## src/rtl/dscs_ram.sv

```systemverilog
// ----------------------------------------------------------------------------
// dscs_ram: generic single-write, single-read memory
// One write port and one read port with registered read data.
// ----------------------------------------------------------------------------
module dscs_ram #(
  parameter int WIDTH = 16,
  parameter int DEPTH = 256
) (
  input  logic                     clk,
  input  logic                     we,
  input  logic [$clog2(DEPTH)-1:0] waddr,
  input  logic [WIDTH-1:0]         wdata,
  input  logic [$clog2(DEPTH)-1:0] raddr,
  output logic [WIDTH-1:0]         rdata
);

  logic [WIDTH-1:0] mem [DEPTH];

  always_ff @(posedge clk) begin
    if (we) begin
      mem[waddr] <= wdata;
    end
    rdata <= mem[raddr];
  end

endmodule

```

## config.mk

```make
export PLATFORM = sky130hd
export DESIGN_NAME = dscs_ram
export DESIGN_NICKNAME = d
export VERILOG_FILES = /design/src/rtl/dscs_ram.sv
export SDC_FILE = /design/constraint.sdc
export NUM_CORES = 2
export LEC_CHECK = 0
export BUFFER_PORTS_ARGS = -buffer_cell sky130_fd_sc_hd__buf_2
export CAP_MARGIN = 20
export CORE_ASPECT_RATIO = 1.2
export CORE_UTILIZATION = 40
export DETAILED_ROUTE_END_ITERATION = 10
export PLACE_DENSITY = 0.52
export SLEW_MARGIN = 30
export SYNTH_ARGS = -nofsm -noshare
export SYNTH_HDL_FRONTEND = slang
export SYNTH_SLANG_ARGS = --single-unit
```

## constraint.sdc

```tcl
create_clock -name clk -period 3.75 [get_ports clk]
set_input_delay 0.375 -clock clk [delete_from_list [all_inputs] [get_ports clk]]
set_output_delay 0.375 -clock clk [all_outputs]
set_load 0.01 [all_outputs]
```

==> impl_metrics.csv <==
group,metric,value,unit
synthesis,postSynthCellCount,7360,
placed_design,io_buffer_count,49,
clock_tree,cts.hold.buffers_added,18,
sta,maxSlewHeadroom,19.4,%
power_and_ir_drop,power.switching_fraction,22.0,%
floorplan,ios,50,
synthesis,syn_area,159000,um2
sta,finalCritPeriodShare,82.7,%
floorplan,core-area,395000,um2
power_and_ir_drop,worst_ir_drop_vdd,0.404,mV
synthesis,mappedNetlistNets,7394,
synthesis,async_reset_ff_share,0,%
placed_design,place_congestion,0.890,
power_and_ir_drop,power.share.sequential,53.4,%
sta,final.setup_skew,0.0438,ns
synthesis,yosys_most_used_dff,"sky130_fd_sc_hd__edfxtp_1",
hold_path,worst_hold_path.endpoint,"mem[172][5]$_DFFE_PP_",
clock_tree,path_clk_slew,0.06,ns
detailed_routing,postRouteAntennaNets,0,
layout,fill_cells,32900,
layout,layout.cell_area.non_filler,183000,um2
sta,period_minus_slack,3.10,ns
placed_design,post-place-cells,12900,
power_and_ir_drop,p_leak,0.0582,uW
power_and_ir_drop,comb_power_share,5.5,%
power_and_ir_drop,power.share.clock,41.1,%
sta,grt_setup_unrepaired,"false",
worst_setup_path,worst_setup_path_start_kind,"flop",
clock_tree,ctsResizeCount,0,
layout,layout.cells.most_common_list,"4096 x sky130_fd_sc_hd__edfxtp_1, 797 x sky130_fd_sc_hd__mux4_2, 583 x sky130_fd_sc_hd__buf_4",
grt,globalRouteTotalUtil,22.7,%
floorplan,starting_utilization_of_the_core_area,40.1,%
synthesis,post_synth_edffs,4096,
synthesis,synth.yosys.warnings,0,
synthesis,yosysSeqAreaShare,77.7,%
layout,layout_commonest_cell,"sky130_fd_sc_hd__edfxtp_1",
sta,setup_viol,0,
detailed_routing,wire_per_inst,33.4,um
power_and_ir_drop,finalPower,95100,uW
layout,net_count_reported_at_finish,8121,
clock_tree,htree_num_levels,5,
detailed_routing,drtIter0Drc,8357,
synthesis,synth_seq_cells,4112,
sta,timing_max_transition_violations_final,0,
grt,grt_pass1_wl,638000,um
power_and_ir_drop,cell_internal_pwr,74100,uW
worst_setup_path,critPathMaxFanout,1,
grt,antenna_found_initial,29,
worst_setup_path,rr_worst_depth,6,
clock_tree,clk_root_buffer_cell,"sky130_fd_sc_hd__clkbuf_16",
detailed_routing,vias_per_cell,5.79,
sta,timing_worst_slew_pin_value,1.21,ns
synthesis,postSynthAreaPerCell,21.6,um2
power_and_ir_drop,net-switching-power,20900,uW
grt,global_route.overflow_total,0,
placed_design,detailedPlacementHpwl,281000,um
floorplan,fp.dieArea,399000,um2
worst_setup_path,critical_path_required,4.63,ns
detailed_routing,route.vias.total,79100,
hold_path,worst_hold_path.num_cells,3,
worst_setup_path,worst_ep_arrival_time,3.99,ns
floorplan,fp.dieW,577,um
grt,grt_pass1_vias,80000,
flow_run,max_cap_violations,0,
run_status,status,"completed",
clock_tree,tritoncts_clock_tree,"built",
clock_tree,cts_buffers,410,
clock_tree,clock_insertion_delay_at_the_later_pin_of_the_skew_report,1.00,ns
power_and_ir_drop,cellPowerDensity,520,nW/um2
worst_setup_path,timing_worst_setup_path_type,"reg -> reg",
detailed_routing,detailedRoute.firstPassIterationCount,6,
layout,drive_above_1_share,27.6,%
hold_path,hp-class,"in -> reg",
synthesis,post_synth_num_cell_types,52,
floorplan,die_y,692,um
layout,fin_cells,13700,
worst_setup_path,worstReg2RegStart,"mem[30][7]$_DFFE_PP_",
detailed_routing,drt_wl_total,456000,um
worst_setup_path,reg2reg_to,"rdata[7]$_DFF_P_",
layout,syn_to_final_growth,15.3,%
worst_setup_path,setup.worst_path.end_class,"flop",
clock_tree,clock_sinks,4112,
sta,maxClockFrequency,0.322,GHz
clock_tree,cts_setup_buffers,0,
placed_design,placed_cell_area,170000,um2
detailed_routing,drcViolationCount,0,
clock_tree,max-clock-path-buffers,4,
floorplan,num_rows,253,
hold_path,worst_hold_startpoint,"waddr[3]",
sta,final_hold_viol_count,0,
grt,maximum_number_of_pins_on_one_net_before_global_route_repair,144,
worst_setup_path,reg2reg_slack,0.65,ns
==> per-stage QoR <==
stage	setup WS (ns)	hold slack (ns)	setup TNS, ns	utilization [%]
finish	0.648	0.129	0	46.3
global route	0.611	0.115	0	46.3
CTS	0.688	0.0167	0	46.2
detailed placement	-0.182	0.776	-0.475	43.0
global placement	-0.165	0.766	-0.407	43.0
floorplan	1.21	0.474	0	-
==> cells by family (layout without fill, tap and decap cells) <==
kind of cell	after synthesis	after routing	share of synthesized area [%]
other	0	10	0
buffers and inverters	456	1517	1.69
DFF	4112	4112	77.7
AOI/OAI and AO/OA	786	786	3.54
and+or+nand+nor	556	556	1.57
muxes	1450	1450	15.5
==> routing by layer <==
metal | global-route usage [%] | up-vias | part of all wire, %
met5 | 0 | - | 0.053
met4 | 8.59 | 18 | 4.3
met3 | 3.12 | 622 | 6.0
met2 | 37.2 | 2864 | 49
met1 | 30.8 | 42800 | 41
li1 | - | 32800 | -
==> registers in the layout, summed over array words and instances (netlist names) <==
signal	flops
rdata	16
mem	4096
==> Yosys cell counts, types with 16 or more instances <==
master	number	area, um2
sky130_fd_sc_hd__a221oi_1	28	245
sky130_fd_sc_hd__buf_4	26	195
sky130_fd_sc_hd__nor3_1	92	460
sky130_fd_sc_hd__nand4_1	26	163
sky130_fd_sc_hd__a21oi_1	175	876
sky130_fd_sc_hd__edfxtp_1	4096	123000
sky130_fd_sc_hd__mux4_2	797	17900
sky130_fd_sc_hd__nor2_1	304	1140
sky130_fd_sc_hd__a22oi_1	43	323
sky130_fd_sc_hd__buf_6	77	867
sky130_fd_sc_hd__nor4_1	17	106
sky130_fd_sc_hd__buf_2	76	380
sky130_fd_sc_hd__clkbuf_1	230	863
sky130_fd_sc_hd__mux2i_1	565	5660
sky130_fd_sc_hd__buf_1	27	101
sky130_fd_sc_hd__dfxtp_1	16	320
sky130_fd_sc_hd__o22ai_1	148	926
sky130_fd_sc_hd__nand2_1	38	143
sky130_fd_sc_hd__o21ai_0	37	185
sky130_fd_sc_hd__a211oi_1	18	135
sky130_fd_sc_hd__nand3_1	35	175
sky130_fd_sc_hd__mux2_2	88	991
sky130_fd_sc_hd__o221ai_1	252	2210
sky130_fd_sc_hd__o31ai_1	16	120
sky130_fd_sc_hd__o32ai_1	20	175
sky130_fd_sc_hd__a22o_1	32	280
==> worst max-delay path, stage by stage, from the launching register on <==
cell and delay (ns):
sky130_fd_sc_hd__edfxtp_1 0.36, sky130_fd_sc_hd__mux4_2 0.49, sky130_fd_sc_hd__mux4_2 0.55, sky130_fd_sc_hd__a22o_1 0.41, sky130_fd_sc_hd__o32ai_1 0.84, sky130_fd_sc_hd__buf_4 0.27, sky130_fd_sc_hd__nor4_1 0.06
==> power by group through the flow <==
stage	sequential, uW	clock (uW)	combinational (uW)
after floorplan	51700	0	2500
after global placement	51700	0	5150
after detailed placement	51700	0	5210
after CTS	50800	39900	5240
after global routing	50700	41500	5430
final	50800	39100	5200
==> worst max-delay path by stage <==
| stage | start | endpoint | slack, ns | cells after the start |
|---|---|---|---|---|
| after CTS | mem[26][13]$_DFFE_PP_ | rdata[13]$_DFF_P_ | 0.69 | 6 |
| after global placement | raddr[0] | rdata[1]$_DFF_P_ | -0.17 | 9 |
| after detailed placement | raddr[0] | rdata[1]$_DFF_P_ | -0.18 | 9 |
| after global routing | mem[7][7]$_DFFE_PP_ | rdata[7]$_DFF_P_ | 0.61 | 8 |
| final | mem[30][7]$_DFFE_PP_ | rdata[7]$_DFF_P_ | 0.65 | 6 |
| after floorplan | waddr[3] | mem[235][0]$_DFFE_PP_ | 1.21 | 6 |
==> cell type report <==
class / count / area [um2] / share of cell area, %
Timing Repair Buffer: 767 / 7390 / 4.04
Multi-Input combinational cell: 2792 / 33100 / 18.1
Antenna cell: 10 / 25.0 / 0.0137
Sequential cell: 4112 / 123000 / 67.4
Clock inverter: 249 / 1880 / 1.03
Clock buffer: 497 / 10700 / 5.83
Tap cell: 5227 / 6540 / 3.57
Inverter: 4 / 27.5 / 0.0150
Note: power is estimated with default switching activity, not from simulation.
