**config.mk**
```make
export PLATFORM = sky130hd
export DESIGN_NAME = dscs_queue
export DESIGN_NICKNAME = d
export VERILOG_FILES = /design/src/rtl/dscs_pkg.sv /design/src/rtl/dscs_queue.sv
export SDC_FILE = /design/constraint.sdc
export NUM_CORES = 1
export LEC_CHECK = 0
export BUFFER_PORTS_ARGS = -buffer_cell sky130_fd_sc_hd__buf_2
export CAP_MARGIN = 20
export CELL_PAD_IN_SITES_DETAIL_PLACEMENT = 1
export CELL_PAD_IN_SITES_GLOBAL_PLACEMENT = 1
export CORE_AREA = 2 2 61 63
export DETAILED_ROUTE_END_ITERATION = 12
export DIE_AREA = 0 0 63 65
export PLACE_DENSITY_LB_ADDON = 0.12
export SYNTH_ARGS = -nofsm -noshare
export SYNTH_HDL_FRONTEND = slang
export SYNTH_SLANG_ARGS = --single-unit
```
**constraint.sdc**
```tcl
create_clock -name clk -period 1.35 [get_ports clk]
set_input_delay 0.2025 -clock clk [delete_from_list [all_inputs] [get_ports clk]]
set_output_delay 0.2025 -clock clk [all_outputs]
set_load 0.03 [all_outputs]
```
**src/rtl/dscs_pkg.sv**
```systemverilog
// ----------------------------------------------------------------------------
// dscs_pkg: shared definitions for the delayed sparse coupling sum
// Sizes, field widths, item kinds and the record types that pass between
// the front end, the command queue and the compute engine.
// ----------------------------------------------------------------------------
package dscs_pkg;

  // Network size and table sizes.
  localparam int NUM_NODES       = 64;
  localparam int HIST_AW         = 8;
  localparam int HISTORY_DEPTH   = 1 << HIST_AW;
  localparam int MAX_CONNECTIONS = 1024;

  localparam int NODE_AW   = $clog2(NUM_NODES);
  localparam int HIST_WA   = NODE_AW + HIST_AW;
  localparam int HIST_WORDS = NUM_NODES * HISTORY_DEPTH;
  localparam int CONN_AW   = $clog2(MAX_CONNECTIONS);
  localparam int CONN_CW   = $clog2(MAX_CONNECTIONS + 1);
  localparam int ROW_DEPTH = NUM_NODES + 1;
  localparam int ROW_AW    = $clog2(ROW_DEPTH);

  // Fixed field widths of the stream items.
  localparam int KIND_W   = 2;
  localparam int NODE_W   = 7;
  localparam int SLOT_W   = 8;
  localparam int SAMPLE_W = 16;
  localparam int ENTRY_W  = 11;
  localparam int SRC_W    = 6;
  localparam int WEIGHT_W = 16;
  localparam int DELAY_W  = 8;
  localparam int RNODE_W  = 6;
  localparam int SUM_W    = 48;
  localparam int PROD_W   = SAMPLE_W + WEIGHT_W;
  localparam int IN_DATA_W  = 72;
  localparam int OUT_DATA_W = 104;

  typedef enum logic [KIND_W-1:0] {
    KIND_SAMPLE  = 2'd0,
    KIND_CONN    = 2'd1,
    KIND_ROW     = 2'd2,
    KIND_COMPUTE = 2'd3
  } kind_t;

  // One connection table entry as stored in memory.
  typedef struct packed {
    logic [DELAY_W-1:0]  delay;
    logic [WEIGHT_W-1:0] weight;
    logic [SRC_W-1:0]    source;
  } conn_t;

  localparam int CONN_DW = $bits(conn_t);

  // A compute command waiting for the engine.
  typedef struct packed {
    logic [NODE_AW-1:0] node;
    logic [HIST_AW-1:0] now;
  } cmd_t;

  // Memory write requests issued by the front end.
  typedef struct packed {
    logic                hist_we;
    logic [HIST_WA-1:0]  hist_addr;
    logic [SAMPLE_W-1:0] hist_data;
    logic                conn_we;
    logic [CONN_AW-1:0]  conn_addr;
    conn_t               conn_data;
    logic                row_we;
    logic [ROW_AW-1:0]   row_addr;
    logic [ENTRY_W-1:0]  row_data;
  } wr_t;

  // Row bounds saturate at the table size.
  function automatic logic [CONN_CW-1:0] clamp_conn(input logic [ENTRY_W-1:0] v);
    if (v > ENTRY_W'(MAX_CONNECTIONS)) begin
      return CONN_CW'(MAX_CONNECTIONS);
    end
    return CONN_CW'(v);
  endfunction

endpackage

```
**src/rtl/dscs_queue.sv**
```systemverilog
// ----------------------------------------------------------------------------
// dscs_queue: two-entry command queue
// Holds compute commands between the front end and the compute engine.
// ----------------------------------------------------------------------------
module dscs_queue
  import dscs_pkg::*;
(
  input  logic clk,
  input  logic rst,
  input  logic push,
  input  cmd_t push_cmd,
  input  logic pop,
  output cmd_t head,
  output logic empty,
  output logic full
);

  cmd_t       slots [2];
  logic       wptr;
  logic       rptr;
  logic [1:0] count;

  assign empty = (count == 2'd0);
  assign full  = (count == 2'd2);
  assign head  = slots[rptr];

  always_ff @(posedge clk) begin
    if (push) begin
      slots[wptr] <= push_cmd;
    end
    if (rst) begin
      wptr  <= 1'b0;
      rptr  <= 1'b0;
      count <= 2'd0;
    end else begin
      if (push) begin
        wptr <= !wptr;
      end
      if (pop) begin
        rptr <= !rptr;
      end
      count <= count + 2'(push) - 2'(pop);
    end
  end

endmodule

```
==> key figures <==
Clock tree
  • Worst-path clk slew: 0.10 ns
  • # clock sinks: 33
  • TritonCTS buffer count: 5
  • Skew-Pair Late Insertion Delay: 0.33 ns
  • Clock Path Buffers: 2
  • Root Buffer Master: clkbuf_4
  • TritonCTS clock tree: yes
  • H-tree levels: 2

Critical path
  • CP max FO: 8
  • CP Class: register to output port
  • Endpoint class of the critical path: output port
  • Worst EP arrival: 1.28 ns
  • Worst setup SP type: register
  • WP data required: 1.15 ns

Timing
  • Final Worst Setup Slack: -0.135 ns
  • Max Fclk: 673 MHz
  • RSZ-0062 raised after global routing: yes
  • Tcrit/Tclk final: 110%
  • Slew HR: 86.4%
  • Max Slew Vio Count: 0
  • Final Hold Vio Count: 0
  • Slew @ Worst Pin: 0.203 ns
  • Final hold slack: 0.0560 ns
  • Fin Clk Skew: 0.0127 ns
  • Final setup violation count: 14
  • Final Critical Period: 1.49 ns

Placement
  • Post-DP HPWL: 1.39 mm
  • GPL Wtd Cong: 0.573
  • Port Buffers: 33
  • Cells after DPL: 149

Detailed routing
  • Routed WL: 2.05 mm
  • Routed len/inst: 13.0 um
  • DR pass1 iterations: 4
  • Routed vias/inst: 4.33
  • Drt drc: 0
  • Initial detailed-routing violation count: 7
  • Via total after detailed routing: 680
  • Final ANT Viol Nets: 0

Layout
  • Filler cells: 362
  • Leading cell type in the layout, fill and taps excluded: edfxtp_1
  • Final #Nets: 128
  • Synth-to-Final Area Change: 37.3%
  • Share of layout cells above drive strength 1: 56.0%
  • Reg area: 943 sq um
  • Area occupied by multi-input gates: 322 sq um
  • Most frequent cells in the layout: 28 x edfxtp_1, 19 x buf_2, 15 x buf_6, 14 x mux2_4
  • Antenna Cells: 0
  • Post-route insts no fill: 157

Global route
  • Initial antenna violation count: 0
  • Gr usage total: 11.7%
  • First-pass GRT wire length: 3.44 mm
  • Total grt overflow: 0
  • Vias in the first global route: 731
  • Largest net degree at the start of global routing: 15

Power and ir drop
  • Combinational Power Share: 23.2%
  • Tot Pwr: 2.24 mW
  • Psw: 588 uW
  • Sw Ratio: 26.3%
  • Peak VDD IR: 599 uV
  • Share of power burned in the clock network: 22.3%
  • Internal power: 1.65 mW
  • Seq pwr share: 54.4%
  • Pleak: 0.688 nW
  • Pwr dens: 1330 nW/um^2

Yosys
  • Yosys warning count: 0
  • Synthesized area: 1230 sq um
  • Post-synthesis average cell area: 19.2 sq um
  • Register area share after synthesis: 76.7%
  • Post-Synthesis Cells: 64
  • Mapped Nets: 84
  • Yosys cell types: 11
  • Synthesis-stage register bit count: 33

Min path
  • Hold Crit Class: input pin to register

Floorplanning
  • Die footprint: 4100 sq um
  • Height of the die: 65 um
  • Initial core utilization: 35.1%
  • Io pins: 34
  • Row count: 22
  • Core Region: 3500 sq um
  • DIE WIDTH: 63 um

Run
  • Max-cap violations: 0

Run status
  • Status: complete, but fails checks
  • Failing checks: setup timing
==> layer usage <==
layer | track usage, % | part of all wire (%)
met3 | 5.38 | 6.6
met1 | 12.9 | 41
met2 | 18.5 | 50
met5 | 0 | 0
met4 | 6.67 | 2.3
==> path summary, 6_finish.rpt <==
check / slack (ns) / start / endpoint / depth (start not counted)
worst max-delay path: -0.14 / register / head[3] / 3
worst min-delay path: 0.06 / push_cmd[4] / slots[0][4] / 1
worst max register to register: 0.18 / count[0] / count[1] / 6
worst min register to register: 0.54 / rptr / register / 2
==> critical path: stages (launching register included) <==
cell     delay (ns)
dfxtp_2        0.36
buf_8          0.15
mux2_4         0.31
buf_6          0.14
==> Yosys cell counts <==
cell type,number,share of area (%)
edfxtp_1,28,69
mux2_2,14,13
dfxtp_1,5,8.2
nor2_1,5,1.5
nor2b_1,3,1.5
ha_1,2,2.0
inv_1,2,0.61
xnor2_1,2,1.4
and2_1,1,0.51
buf_6,1,0.92
xnor3_1,1,1.8
==> through the flow <==
step                setup TNS, ns  cell area, sq um  worst slack [ns]  utilization, %
floorplan                       0              1230            0.0545               -
global placement                0              1480            0.0281            42.3
finish                      -1.84              1680            -0.135            48.2
global route                -2.96              1680            -0.217            48.2
CTS                         -2.32              1680            -0.172            48.2
detailed placement        -0.0110              1480           -0.0110            42.3
==> flip-flops by register name (all words and copies together) (netlist names), named ones only <==
signal and cells:
rptr 1, count 2, slots 28, wptr 1
==> kinds of logic after synthesis <==
logic type	share of synthesized area [%]
DFF	76.7
xor gates and xnor gates	3.27
buffers and inverters	1.53
and+or+nand+nor	3.57
muxes	12.9
adders and majority gates	2.04
==> layout make-up <==
class                   instances  share of cell area, %
flip-flops and latches         33                   56.0
multi-input cells              28                   19.1
repair buffers                 38                   17.9
well taps                      48                   3.57
clock buffers                   7                   2.67
inverters                       2                  0.446
clock inverters                 1                  0.297
==> what timing repair did <==
item / in CTS / in global routing
endpoints found under the hold margin: 0 / 0
pin swaps: 0 / 2
hold buffers: 0 / 0
buffers inserted: 0 / 0
resized for setup: 47 / 0
endpoints found under the setup margin: 15 / 15
==> power by group through the flow <==
stage               Sequential, mW  Combinational [mW]  Clock [mW]
floorplan                     1.23               0.291           0
global placement              1.23               0.415           0
detailed placement            1.24               0.422           0
CTS                           1.22               0.529       0.536
global route                  1.23               0.555       0.581
finish                        1.22               0.519       0.499
No activity file was read; power rests on OpenSTA's default activity.
