$ cat src/rtl/dscs_pkg.sv
// ----------------------------------------------------------------------------
// dscs_pkg: shared definitions for the delayed sparse coupling sum
// Sizes, field widths, item kinds and the record types that pass between
// the front end, the command queue and the compute engine.
// ----------------------------------------------------------------------------
package dscs_pkg;

  // Network size and table sizes.
  localparam int NUM_NODES       = 64;
  localparam int HIST_AW         = 8;
  localparam int HISTORY_DEPTH   = 1 << HIST_AW;
  localparam int MAX_CONNECTIONS = 1024;

  localparam int NODE_AW   = $clog2(NUM_NODES);
  localparam int HIST_WA   = NODE_AW + HIST_AW;
  localparam int HIST_WORDS = NUM_NODES * HISTORY_DEPTH;
  localparam int CONN_AW   = $clog2(MAX_CONNECTIONS);
  localparam int CONN_CW   = $clog2(MAX_CONNECTIONS + 1);
  localparam int ROW_DEPTH = NUM_NODES + 1;
  localparam int ROW_AW    = $clog2(ROW_DEPTH);

  // Fixed field widths of the stream items.
  localparam int KIND_W   = 2;
  localparam int NODE_W   = 7;
  localparam int SLOT_W   = 8;
  localparam int SAMPLE_W = 16;
  localparam int ENTRY_W  = 11;
  localparam int SRC_W    = 6;
  localparam int WEIGHT_W = 16;
  localparam int DELAY_W  = 8;
  localparam int RNODE_W  = 6;
  localparam int SUM_W    = 48;
  localparam int PROD_W   = SAMPLE_W + WEIGHT_W;
  localparam int IN_DATA_W  = 72;
  localparam int OUT_DATA_W = 104;

  typedef enum logic [KIND_W-1:0] {
    KIND_SAMPLE  = 2'd0,
    KIND_CONN    = 2'd1,
    KIND_ROW     = 2'd2,
    KIND_COMPUTE = 2'd3
  } kind_t;

  // One connection table entry as stored in memory.
  typedef struct packed {
    logic [DELAY_W-1:0]  delay;
    logic [WEIGHT_W-1:0] weight;
    logic [SRC_W-1:0]    source;
  } conn_t;

  localparam int CONN_DW = $bits(conn_t);

  // A compute command waiting for the engine.
  typedef struct packed {
    logic [NODE_AW-1:0] node;
    logic [HIST_AW-1:0] now;
  } cmd_t;

  // Memory write requests issued by the front end.
  typedef struct packed {
    logic                hist_we;
    logic [HIST_WA-1:0]  hist_addr;
    logic [SAMPLE_W-1:0] hist_data;
    logic                conn_we;
    logic [CONN_AW-1:0]  conn_addr;
    conn_t               conn_data;
    logic                row_we;
    logic [ROW_AW-1:0]   row_addr;
    logic [ENTRY_W-1:0]  row_data;
  } wr_t;

  // Row bounds saturate at the table size.
  function automatic logic [CONN_CW-1:0] clamp_conn(input logic [ENTRY_W-1:0] v);
    if (v > ENTRY_W'(MAX_CONNECTIONS)) begin
      return CONN_CW'(MAX_CONNECTIONS);
    end
    return CONN_CW'(v);
  endfunction

endpackage

$ cat src/rtl/dscs_front.sv
// ----------------------------------------------------------------------------
// dscs_front: input side of the coupling sum
// Accepts items, performs load writes and forwards compute commands.
// ----------------------------------------------------------------------------
module dscs_front
  import dscs_pkg::*;
(
  input  logic                   clk,
  input  logic                   rst,
  input  logic                   s_tvalid,
  output logic                   s_tready,
  input  logic [IN_DATA_W-1:0]   s_tdata,
  input  logic [KIND_W-1:0]      s_tuser,
  input  logic                   q_full,
  input  logic                   q_empty,
  input  logic                   back_idle,
  output logic                   q_push,
  output cmd_t                   q_cmd,
  output wr_t                    wr,
  output logic [ROW_DEPTH-1:0]   row_valid
);

  logic [NODE_W-1:0]   f_node;
  logic [SLOT_W-1:0]   f_slot;
  logic [SAMPLE_W-1:0] f_sample;
  logic [ENTRY_W-1:0]  f_entry;
  logic [SRC_W-1:0]    f_src;
  logic [WEIGHT_W-1:0] f_weight;
  logic [DELAY_W-1:0]  f_delay;
  logic                accept;
  logic                is_load;

  assign f_node   = s_tdata[6:0];
  assign f_slot   = s_tdata[14:7];
  assign f_sample = s_tdata[30:15];
  assign f_entry  = s_tdata[41:31];
  assign f_src    = s_tdata[47:42];
  assign f_weight = s_tdata[63:48];
  assign f_delay  = s_tdata[71:64];

  // Loads wait until every earlier compute has read the stores.
  assign is_load  = (s_tuser != KIND_COMPUTE);
  assign s_tready = is_load ? (q_empty && back_idle) : !q_full;
  assign accept   = s_tvalid && s_tready;

  always_comb begin
    wr = '0;
    wr.hist_we   = accept && (s_tuser == KIND_SAMPLE) && (f_node < NODE_W'(NUM_NODES))
                   && ({1'b0, f_slot} < (SLOT_W + 1)'(HISTORY_DEPTH));
    wr.hist_addr = {f_node[NODE_AW-1:0], f_slot[HIST_AW-1:0]};
    wr.hist_data = f_sample;
    wr.conn_we   = accept && (s_tuser == KIND_CONN)
                   && ({1'b0, f_entry} < (ENTRY_W + 1)'(MAX_CONNECTIONS));
    wr.conn_addr = f_entry[CONN_AW-1:0];
    wr.conn_data = '{delay: f_delay, weight: f_weight, source: f_src};
    wr.row_we    = accept && (s_tuser == KIND_ROW) && (f_node <= NODE_W'(NUM_NODES));
    wr.row_addr  = f_node[ROW_AW-1:0];
    wr.row_data  = f_entry;
  end

  assign q_push = accept && (s_tuser == KIND_COMPUTE) && (f_node < NODE_W'(NUM_NODES));
  assign q_cmd  = '{node: f_node[NODE_AW-1:0], now: f_slot[HIST_AW-1:0]};

  // A row start that was never written reads as zero.
  always_ff @(posedge clk) begin
    if (rst) begin
      row_valid <= '0;
    end else if (wr.row_we) begin
      row_valid[wr.row_addr] <= 1'b1;
    end
  end

endmodule

$ cat config.mk
export PLATFORM = sky130hd
export DESIGN_NAME = dscs_front
export DESIGN_NICKNAME = d
export VERILOG_FILES = /design/src/rtl/dscs_pkg.sv /design/src/rtl/dscs_front.sv
export SDC_FILE = /design/constraint.sdc
export NUM_CORES = 1
export LEC_CHECK = 0
export CORE_MARGIN = 10
export CORE_UTILIZATION = 35
export DETAILED_ROUTE_END_ITERATION = 7
export DONT_BUFFER_PORTS = 1
export PLACE_DENSITY = 0.54
export SYNTH_ARGS = -nofsm -noshare
export SYNTH_HDL_FRONTEND = slang
export SYNTH_SLANG_ARGS = --single-unit
$ cat constraint.sdc
create_clock -name clk -period 1.1 [get_ports clk]
set_input_delay 0.055 -clock clk [delete_from_list [all_inputs] [get_ports clk]]
set_output_delay 0.055 -clock clk [all_outputs]
set_load 0.03 [all_outputs]
==> run_results.csv <==
group,metric,value,unit
status,run_status,"finished, violations left",
status,violations,"hold timing",
timing,setup_tns,0,ns
layout,area_delta_synth_final,6.39,%
power_and_ir_drop,finalPower,4.74,mW
timing,fin_skew,0,ns
setup_path,path_cells,"buf_4",
logic_synthesis,synth_cell_types,27,
global_route,busiest_layer,"met2",
timing,worst_pin_slew,0.343,ns
routing,drtPass1Iterations,4,
routing,routed-via-count,2143,
timing,drv_slew,0,
logic_synthesis,synth_top_area_frac,0.418,
logic_synthesis,syn_area,0.00312,mm2
layout,fin_cells,444,
run,drv_cap,0,
setup_path,path_buf_inv,1,
timing,finalCritPeriodShare,0.875,
routing,wl_per_cell,18.5,um
logic_synthesis,synth_top_cell_by_area,"dfxtp_1",
timing,setup_viol,0,
routing,drt_iter0_markers,107,
layout,antenna_cells,0,
layout,largest_register_ffs,65,
clocking,clk_latency,0.34,ns
routing,drt.antenna.violating_nets,0,
timing,clock.fmax,1040,MHz
logic_synthesis,synth_area_leaders,"dfxtp_1, buf_4, o22ai_1, inv_1, o31ai_1",
clocking,clkSinkCount,65,
power_and_ir_drop,p_leak,1.28,nW
floorplanning,start_util,0.359,
floorplanning,die_w,114,um
setup_path,start_kind,"flop",
layout,fin_nets,411,
clocking,cts_tree,"built",
place,gp_congestion,0.733,
min_path,hold_path.class,"in -> reg",
power_and_ir_drop,p_per_area,1430,mW/mm2
logic_synthesis,synthArstFlopShare,0,
global_route,grt_max_degree,79,
logic_synthesis,yosysMostFrequentCell,"buf_4",
place,port_buffers,0,
setup_path,crit_slowest_cell,"dfxtp_1",
logic_synthesis,ys_seq_area_frac,0.418,
floorplanning,placementRows,34,
layout,regMostFlops,"row_valid",
timing,relSlewSlack,0.771,
logic_synthesis,synth_cells,349,
clocking,cts_made_buffers,9,
global_route,grt_use_met1,0.131,
global_route,globalRouteMet2Util,0.191,
logic_synthesis,ys_warn_count,0,
global_route,grt_antenna_before_repair,0,
global_route,use_met3,0.0702,
floorplanning,coreArea,0.00868,mm2
timing,rsz0062_at_grt,"no",
routing,drc,0,
floorplanning,io_pins,252,
logic_synthesis,synth-edff-count,0,
power_and_ir_drop,vdd_drop_max,0.000568,V
routing,viasPerCell,4.83,
setup_path,critical_path.top_delay_family,"flip-flops",
logic_synthesis,synthFlopType,"dfxtp_1",
setup_path,worst-endpoint-arrival,0.91,ns
global_route,grt_pass1_wl,12600,um
setup_path,slowest_delay,0.39,ns
logic_synthesis,ys_seq_elements,65,
setup_path,cp_max_fo,2,
timing,final-hold-violation-count,65,
layout,largestRegisters,"row_valid: 65 flops",
global_route,gr-total-overflow,0,
global_route,first_global_vias,2241,
timing,timing.hold.ws,-0.162,ns
clocking,clockRootBuffer,"clkbuf_8",
timing,layout_min_cycle_time,0.963,ns
floorplanning,dieArea,0.0131,mm2
clocking,path_clk_slew,0.07,ns
layout,layout-drive-gt1-share,0.336,
logic_synthesis,yosys-top-cells-count,"buf_4, dfxtp_1, inv_1, o22ai_1, nand2_1",
floorplanning,die_h,114,um
routing,drt_wl_total,8220,um
clocking,cts_buffer_depth,2,
logic_synthesis,synth_nets,429,
logic_synthesis,avgSynthCellArea,8.93,um2
clocking,cts_htree_levels,3,
setup_path,endpoint_kind,"primary output",
global_route,grt_use_total,0.122,
place,dp_hpwl,6260,um
setup_path,required,1.04,ns
setup_path,path_class,"reg -> out",
place,dp.cells,428,
final cells by class:
class / count / area (um2)
clock buffer: 10 / 138
clock inverter: 6 / 91.3
fill: 889 / 5360
inverter: 57 / 214
multi-input combinational: 114 / 792
sequential: 65 / 1300
tap: 108 / 135
timing repair buffer: 84 / 643
placed cells by master (no fill, tap or decap), types with 3 or more instances in the layout:
master / n
nand2b_1: 8
dfxtp_1: 65
buf_4: 83
inv_1: 57
nand2_1: 10
nand3_1: 3
nor2b_1: 3
o31ai_1: 8
nand3_2: 3
nor2_1: 4
nand4_2: 3
o22ai_1: 57
clkinvlp_4: 3
clkbuf_8: 10
per-stage QoR:
stage	hold WS (ns)	setup WS (ns)	util	area [um2]
2_1_floorplan	0.180	-0.00476	-	3130
3_3_place_gp	0.110	0.0862	0.356	3090
3_5_place_dp	0.110	0.0418	0.356	3090
4_1_cts	-0.196	0.122	0.382	3310
5_1_grt	-0.178	0.103	0.382	3310
6_report	-0.162	0.137	0.382	3310
cells by family (layout without fill, tap and decap cells):
kind of cell / count (synthesis) / after routing / synth area share
AOI/OAI and AO/OA: 67 / 67 / 0.137
buffers and inverters: 170 / 157 / 0.334
DFF: 65 / 65 / 0.418
and+or+nand+nor: 47 / 47 / 0.112
power breakdown:
part           internal [mW]  switching, mW
Combinational         0.0492         0.0621
Clock                   1.34          0.938
Sequential              2.35       0.000311
Total                   3.74           1.00
final timing paths:
path / start / to / slack [ns] / cells past startpoint
hold reg to reg: row_valid[16]$_SDFFE_PP0P_ / row_valid[16]$_SDFFE_PP0P_ / 0.46 / 2
hold / removal: rst / row_valid[24]$_SDFFE_PP0P_ / -0.16 / 1
setup / recovery: row_valid[36]$_SDFFE_PP0P_ / row_valid[36] / 0.14 / 1
setup reg to reg: row_valid[36]$_SDFFE_PP0P_ / row_valid[36]$_SDFFE_PP0P_ / 0.45 / 2
per-layer routing:
metal,wire length (um),vias up
met5,0,-
li1,-,1024
met2,3740,117
met3,1040,36
met4,204,0
met1,3230,966
repair_timing:
action / 4_1_cts / 5_1_grt
endpoints found under the hold margin: 65 / 65
buffers inserted: 0 / 0
resized for setup: 0 / 0
(Power assumes the default switching activity.)
