### config.mk
export PLATFORM = sky130hd
export DESIGN_NAME = dscs_back
export DESIGN_NICKNAME = d
export VERILOG_FILES = /design/src/rtl/dscs_pkg.sv /design/src/rtl/dscs_back.sv
export SDC_FILE = /design/constraint.sdc
export NUM_CORES = 2
export LEC_CHECK = 0
export ABC_CLOCK_PERIOD_IN_PS = 12800
export BUFFER_PORTS_ARGS = -buffer_cell sky130_fd_sc_hd__buf_2
export CAP_MARGIN = 20
export CORE_MARGIN = 8
export CORE_UTILIZATION = 60
export CTS_CLUSTER_DIAMETER = 120
export DETAILED_ROUTE_END_ITERATION = 8
export GPL_ROUTABILITY_DRIVEN = 0
export PLACE_DENSITY_LB_ADDON = 0.1
export SETUP_SLACK_MARGIN = 0.15
export SYNTH_ARGS = -nofsm -noshare
export SYNTH_HDL_FRONTEND = slang
export SYNTH_SLANG_ARGS = --single-unit
### constraint.sdc
create_clock -name clk -period 12.8 [get_ports clk]
set_clock_uncertainty 0.15 [all_clocks]
set_input_delay 0.64 -clock clk [delete_from_list [all_inputs] [get_ports clk]]
set_output_delay 0.64 -clock clk [all_outputs]
set_load 0.1 [all_outputs]
### src/rtl/dscs_pkg.sv
// ----------------------------------------------------------------------------
// dscs_pkg: shared definitions for the delayed sparse coupling sum
// Sizes, field widths, item kinds and the record types that pass between
// the front end, the command queue and the compute engine.
// ----------------------------------------------------------------------------
package dscs_pkg;

  // Network size and table sizes.
  localparam int NUM_NODES       = 64;
  localparam int HIST_AW         = 8;
  localparam int HISTORY_DEPTH   = 1 << HIST_AW;
  localparam int MAX_CONNECTIONS = 1024;

  localparam int NODE_AW   = $clog2(NUM_NODES);
  localparam int HIST_WA   = NODE_AW + HIST_AW;
  localparam int HIST_WORDS = NUM_NODES * HISTORY_DEPTH;
  localparam int CONN_AW   = $clog2(MAX_CONNECTIONS);
  localparam int CONN_CW   = $clog2(MAX_CONNECTIONS + 1);
  localparam int ROW_DEPTH = NUM_NODES + 1;
  localparam int ROW_AW    = $clog2(ROW_DEPTH);

  // Fixed field widths of the stream items.
  localparam int KIND_W   = 2;
  localparam int NODE_W   = 7;
  localparam int SLOT_W   = 8;
  localparam int SAMPLE_W = 16;
  localparam int ENTRY_W  = 11;
  localparam int SRC_W    = 6;
  localparam int WEIGHT_W = 16;
  localparam int DELAY_W  = 8;
  localparam int RNODE_W  = 6;
  localparam int SUM_W    = 48;
  localparam int PROD_W   = SAMPLE_W + WEIGHT_W;
  localparam int IN_DATA_W  = 72;
  localparam int OUT_DATA_W = 104;

  typedef enum logic [KIND_W-1:0] {
    KIND_SAMPLE  = 2'd0,
    KIND_CONN    = 2'd1,
    KIND_ROW     = 2'd2,
    KIND_COMPUTE = 2'd3
  } kind_t;

  // One connection table entry as stored in memory.
  typedef struct packed {
    logic [DELAY_W-1:0]  delay;
    logic [WEIGHT_W-1:0] weight;
    logic [SRC_W-1:0]    source;
  } conn_t;

  localparam int CONN_DW = $bits(conn_t);

  // A compute command waiting for the engine.
  typedef struct packed {
    logic [NODE_AW-1:0] node;
    logic [HIST_AW-1:0] now;
  } cmd_t;

  // Memory write requests issued by the front end.
  typedef struct packed {
    logic                hist_we;
    logic [HIST_WA-1:0]  hist_addr;
    logic [SAMPLE_W-1:0] hist_data;
    logic                conn_we;
    logic [CONN_AW-1:0]  conn_addr;
    conn_t               conn_data;
    logic                row_we;
    logic [ROW_AW-1:0]   row_addr;
    logic [ENTRY_W-1:0]  row_data;
  } wr_t;

  // Row bounds saturate at the table size.
  function automatic logic [CONN_CW-1:0] clamp_conn(input logic [ENTRY_W-1:0] v);
    if (v > ENTRY_W'(MAX_CONNECTIONS)) begin
      return CONN_CW'(MAX_CONNECTIONS);
    end
    return CONN_CW'(v);
  endfunction

endpackage

### src/rtl/dscs_back.sv
// ----------------------------------------------------------------------------
// dscs_back: compute engine
// Walks one row of the connection table per command, one entry a cycle,
// and holds the finished sums in an output register.
// ----------------------------------------------------------------------------
module dscs_back
  import dscs_pkg::*;
(
  input  logic                  clk,
  input  logic                  rst,
  input  logic                  q_empty,
  input  cmd_t                  q_head,
  output logic                  q_pop,
  output logic                  idle,
  input  logic [ROW_DEPTH-1:0]  row_valid,
  output logic [ROW_AW-1:0]     row_addr_a,
  output logic [ROW_AW-1:0]     row_addr_b,
  input  logic [ENTRY_W-1:0]    row_data_a,
  input  logic [ENTRY_W-1:0]    row_data_b,
  output logic [CONN_AW-1:0]    conn_raddr,
  input  conn_t                 conn_rdata,
  output logic [HIST_WA-1:0]    hist_raddr_a,
  output logic [HIST_WA-1:0]    hist_raddr_b,
  input  logic [SAMPLE_W-1:0]   hist_rdata_a,
  input  logic [SAMPLE_W-1:0]   hist_rdata_b,
  output logic                  m_tvalid,
  input  logic                  m_tready,
  output logic [OUT_DATA_W-1:0] m_tdata
);

  typedef enum logic [1:0] {IDLE, BOUNDS, WALK, FIN} state_t;

  state_t                     state;
  logic [NODE_AW-1:0]         cur_node;
  logic [ROW_AW-1:0]          node_p1;
  logic [HIST_AW-1:0]         now;
  logic [CONN_CW-1:0]         ptr;
  logic [CONN_CW-1:0]         end_ptr;
  logic                       s1_v;
  logic                       s2_v;
  logic                       s3_v;
  logic [WEIGHT_W-1:0]        s2_w;
  logic signed [PROD_W-1:0]   prod_a;
  logic signed [PROD_W-1:0]   prod_b;
  logic signed [SUM_W-1:0]    acc_a;
  logic signed [SUM_W-1:0]    acc_b;
  logic [HIST_AW-1:0]         p_now;
  logic                       issue;
  logic [CONN_CW-1:0]         lo;
  logic [CONN_CW-1:0]         hi;

  assign idle       = (state == IDLE);
  assign q_pop      = idle && !q_empty;
  assign row_addr_a = ROW_AW'(q_head.node);
  assign row_addr_b = ROW_AW'(q_head.node) + ROW_AW'(1);
  assign issue      = (state == WALK) && (ptr < end_ptr);
  assign conn_raddr = ptr[CONN_AW-1:0];

  // Delay wraps around the power-of-two history ring.
  assign p_now        = now - conn_rdata.delay[HIST_AW-1:0];
  assign hist_raddr_a = {conn_rdata.source[NODE_AW-1:0], p_now};
  assign hist_raddr_b = {conn_rdata.source[NODE_AW-1:0], p_now + HIST_AW'(1)};

  assign lo = row_valid[ROW_AW'(cur_node)] ? clamp_conn(row_data_a) : '0;
  assign hi = row_valid[node_p1] ? clamp_conn(row_data_b) : '0;

  always_ff @(posedge clk) begin
    s2_w   <= conn_rdata.weight;
    prod_a <= $signed(s2_w) * $signed(hist_rdata_a);
    prod_b <= $signed(s2_w) * $signed(hist_rdata_b);
    if (rst) begin
      state    <= IDLE;
      s1_v     <= 1'b0;
      s2_v     <= 1'b0;
      s3_v     <= 1'b0;
      m_tvalid <= 1'b0;
    end else begin
      s1_v <= issue;
      s2_v <= s1_v && ({1'b0, conn_rdata.source} < (SRC_W + 1)'(NUM_NODES));
      s3_v <= s2_v;
      if (s3_v) begin
        acc_a <= acc_a + SUM_W'(prod_a);
        acc_b <= acc_b + SUM_W'(prod_b);
      end
      if (m_tvalid && m_tready && (state != FIN)) begin
        m_tvalid <= 1'b0;
      end
      case (state)
        IDLE: begin
          if (!q_empty) begin
            cur_node <= q_head.node;
            node_p1  <= ROW_AW'(q_head.node) + ROW_AW'(1);
            now      <= q_head.now;
            state    <= BOUNDS;
          end
        end
        BOUNDS: begin
          ptr     <= lo;
          end_ptr <= hi;
          acc_a   <= '0;
          acc_b   <= '0;
          state   <= WALK;
        end
        WALK: begin
          if (issue) begin
            ptr <= ptr + CONN_CW'(1);
          end else if (!s1_v && !s2_v && !s3_v) begin
            state <= FIN;
          end
        end
        FIN: begin
          if (!m_tvalid || m_tready) begin
            m_tvalid <= 1'b1;
            m_tdata  <= {2'b00, acc_b, acc_a, RNODE_W'(cur_node)};
            state    <= IDLE;
          end
        end
        default: state <= IDLE;
      endcase
    end
  end

endmodule

==> results.txt <==
The flow ran to the end, and the final reports show no timing, DRC or antenna violations. The tools report the number of nets with antenna violations after routing as 0. After clock tree synthesis, the setup repair step added 0 buffers. The multi-input combinational cells in the finished layout cover a total of 0.0247 sq mm.

The count of pins over their slew limit was 0. The number of hold violations in the final report came out at 0. Walking the worst path, the cells encountered are buf_4 -> nand2_1 -> fa_1 -> fa_1 -> fa_1 -> inv_1 -> fa_1 -> fa_1 -> inv_1 -> fa_1 -> inv_1 -> ha_1 -> a21oi_1 -> o21ai_0 -> a221oi_1 -> o21ai_0 -> a2111o_1 -> a31o_2 -> a21oi_1 -> xnor2_1. The root cell of the clock tree is clkbuf_16. The die covers 0.0693 sq mm.

In this run, CTS created clock tree buffers numbering 38. Counting flops with an async set or reset pin after synthesis yields a share of 0%. The worst setup path is launched from a flop. TritonCTS built the clock tree. The worst pin sits at a relative slew slack of 31.1%.

A synthesized cell averages 10.1 sq um. The total overflow left after global routing is 0. The measured slew at the worst slew-check pin is 1.03 ns. From synthesis to final layout, the design area changed by 9.54%.

In the routed layout, each cell is associated on average with a via count of 5.61. The clock period could shrink to 7.01 ns. For this design, the sink count on the clock tree is 327. OpenSTA, run right after detailed placement, puts the worst setup slack at 5.62 ns.

Average wire per cell in the routed design: 18.2 um. The slowest cell on the critical path was dfxtp_1. Setup violations remaining at the end of the flow were counted as 0. Global routing used 40.3% of the available met2 tracks. Estimated wirelength of the detail-placed design: 67.8 mm. The instance count on the critical path works out to 20. The most critical setup path has its endpoint at prod_a[31]$_DFF_P_. For this design the top-level I/O count stands at 326. The minimum setup slack in the final design was 5.79 ns.

The final route contains 26148 vias. The number of antenna violations at the first check in global routing is 4. For this configuration, the core starts out at a cell density of 60.7%. The dominant cell type by count on the critical path is fa_1. The wire length of the first global-routing pass was 140 mm.

Setup repair after global routing left no endpoint under its margin. The standard-cell row count came out at 90. Synthesis produced 3622 cells.

Of all cell types, the one taking the most synthesized area is fa_1. The min-delay analysis places its worst path in the category primary input to flop. The commonest cells after synthesis are 618 x inv_1, 527 x fa_1, 322 x nand2_1, 282 x ha_1, 262 x and2_1. Number of enable-type register cells in the synthesized netlist: 241. The synthesized design devotes to its leading area cell type 28.8% of total area. The distinct cell type count after synthesis was 79. The mapped netlist covers 0.0367 sq mm. The region available for standard cell placement spans 0.0605 sq mm.

Static timing analysis puts the maximum clock frequency at 0.143 GHz. In this run the register-to-register setup slack is 5.79 ns. The family with the most delay on the worst path was adder cells. The H-tree generated during clock tree synthesis spans 2 levels. At the worst endpoint, the arrival time is 7.36 ns.

The logs give 10 for the hold-fix buffer count after cts and 34.5% for the met1 capacity usage during global routing. The flop and latch count out of synthesis came out at 327. Critical setup path kind: flop to flop. For this run, design rule violations remaining after detail routing come to 0.

Yosys attributes the largest share of cell area to fa_1 29%, edfxtp_1 20%, ha_1 9.6%. Across the run, the number of max-cap violations was 0. The worst register-to-register path ends at prod_a[31]$_DFF_P_.

The clock reaches the later pin of the worst-skew pair after 0.58 ns. For the via count of the first global-routing pass, the log shows 26803. Entering global routing, the biggest net connects 74 pins. STA classifies the critical path endpoint as a flop. The accumulated negative setup slack came out at 0 ns. Of the synthesized area, sequential elements account for 24.4%. The top flip-flop cell by instance count after synthesis is edfxtp_1. The layout has 4859 filler cells.

The global routing met3 resource utilization is 4.43%. Together, buffers and inverters on the worst path number 4. The total of cells resized after clock tree synthesis is 0, and the register area is 0.00896 sq mm. Synthesis warning total: 0.

Global routing consumed, over all layers together, 24.8% of the routing resources. The final layout contains routed wiring with a total length of 84.6 mm. The post-route netlist has 11.8% of its cells at a drive strength greater than 1. After clock tree synthesis, the clock-pin slew on the worst setup and hold paths is 0.06 ns.

The global routing stage identified its most utilized layer as met2. Iteration-0 DRC count of the detailed router: 1704. The most frequently used cell type in the post-synthesis netlist is inv_1. From left edge to right edge, the die measures 263 um. The maximum fanout count along the critical path is 17. Tracing the worst setup path back leads to its startpoint at s2_w[12]$_DFF_P_. The layout net count came out at 4825. The number of I/O port buffers was 304.

The die is 263 um tall. The maximum single-stage delay on the critical path is 0.75 ns, and the post-route clock period utilization is 54.8%. Before antenna repair, the detailed router went through 5 iterations.

STA puts the critical path data required time at 13.15 ns. Measured in cells, the most critical reg-to-reg path has a length of 20. The worst register-to-register path begins at s2_w[12]$_DFF_P_. The buffer levels on the longest clock path was 3.
==> flip-flops by register name, indices dropped and copies added (netlist names) <==
name / flops
m_tdata: 102
s1_v: 1
prod_b: 32
s2_w: 16
acc_a: 48
node_p1: 7
prod_a: 32
s3_v: 1
cur_node: 6
m_tvalid: 1
end_ptr: 11
acc_b: 48
now: 8
state: 2
s2_v: 1
ptr: 11
==> placed cells by master (no fill, tap or decap), types with 40 or more instances in the layout <==
cell type	synthesis	final
a21o_1	82	82
a21oi_1	153	153
and2_1	262	262
buf_2	3	304
dfxtp_1	86	86
edfxtp_1	241	241
fa_1	527	527
ha_1	282	281
inv_1	618	618
mux4_2	40	40
nand2_1	322	322
nand3_1	43	43
nor2_1	197	196
o21ai_0	84	84
xnor2_1	108	108
xor2_1	61	61
==> logic make-up (layout without fill, tap and decap cells) <==
| family | Yosys count | in the layout | synth area share [%] |
|---|---|---|---|
| buffers and inverters | 772 | 1026 | 8.24 |
| other | 1 | 6 | 0.0102 |
| DFF | 327 | 327 | 24.4 |
| adders and majority gates | 809 | 809 | 38.4 |
| muxes | 52 | 52 | 2.80 |
| AOI/OAI and AO/OA | 486 | 486 | 8.67 |
| and+or+nand+nor | 1006 | 1006 | 13.5 |
| xor gates and xnor gates | 169 | 169 | 4.03 |
==> per-layer routing <==
metal | share of wire, % | wire [um]
met4 | 2.2 | 1890
met5 | 0 | 0
met3 | 6.8 | 5790
met1 | 43 | 36400
met2 | 48 | 40500
==> worst min path at each step <==
stage / start / end / slack [ns] / cells past startpoint
2_1_floorplan: cur_node[0]$_DFFE_PP_ / m_tdata[0]$_DFFE_PP_ / 0.27 / 0
6_report: conn_rdata[7] / s2_w[1]$_DFF_P_ / 0.05 / 1
4_1_cts: conn_rdata[7] / s2_w[1]$_DFF_P_ / 0.01 / 1
3_5_place_dp: s2_v$_SDFF_PP0_ / s3_v$_SDFF_PP0_ / 0.30 / 1
3_3_place_gp: acc_b[34]$_SDFFCE_PP0P_ / m_tdata[88]$_DFFE_PP_ / 0.29 / 0
5_1_grt: conn_rdata[7] / s2_w[1]$_DFF_P_ / 0.03 / 1
==> through the flow <==
stage / hold slack, ns / utilization [%] / cell area [sq um] / std cells
after floorplan: 0.271 / - / 36700 / 3624
after global placement: 0.290 / 64.0 / 38700 / 4577
after detailed placement: 0.299 / 64.0 / 38700 / 4577
after CTS: 0.0146 / 66.3 / 40100 / 4656
after global routing: 0.0284 / 66.5 / 40200 / 4660
final: 0.0485 / 66.5 / 40200 / 4663
==> layout make-up <==
cell class / instances / share of cell area [%]
diodes: 3 / 0.0187
clock buffers: 47 / 2.50
clock inverters: 22 / 0.772
inverters: 618 / 5.77
multi-input cells: 2525 / 61.6
flip-flops and latches: 327 / 22.3
well taps: 782 / 2.43
repair buffers: 339 / 4.65
Power is left out: the tool's default activity adds up to more than one toggle a clock period on the data nets, which glitch-free logic cannot reach.
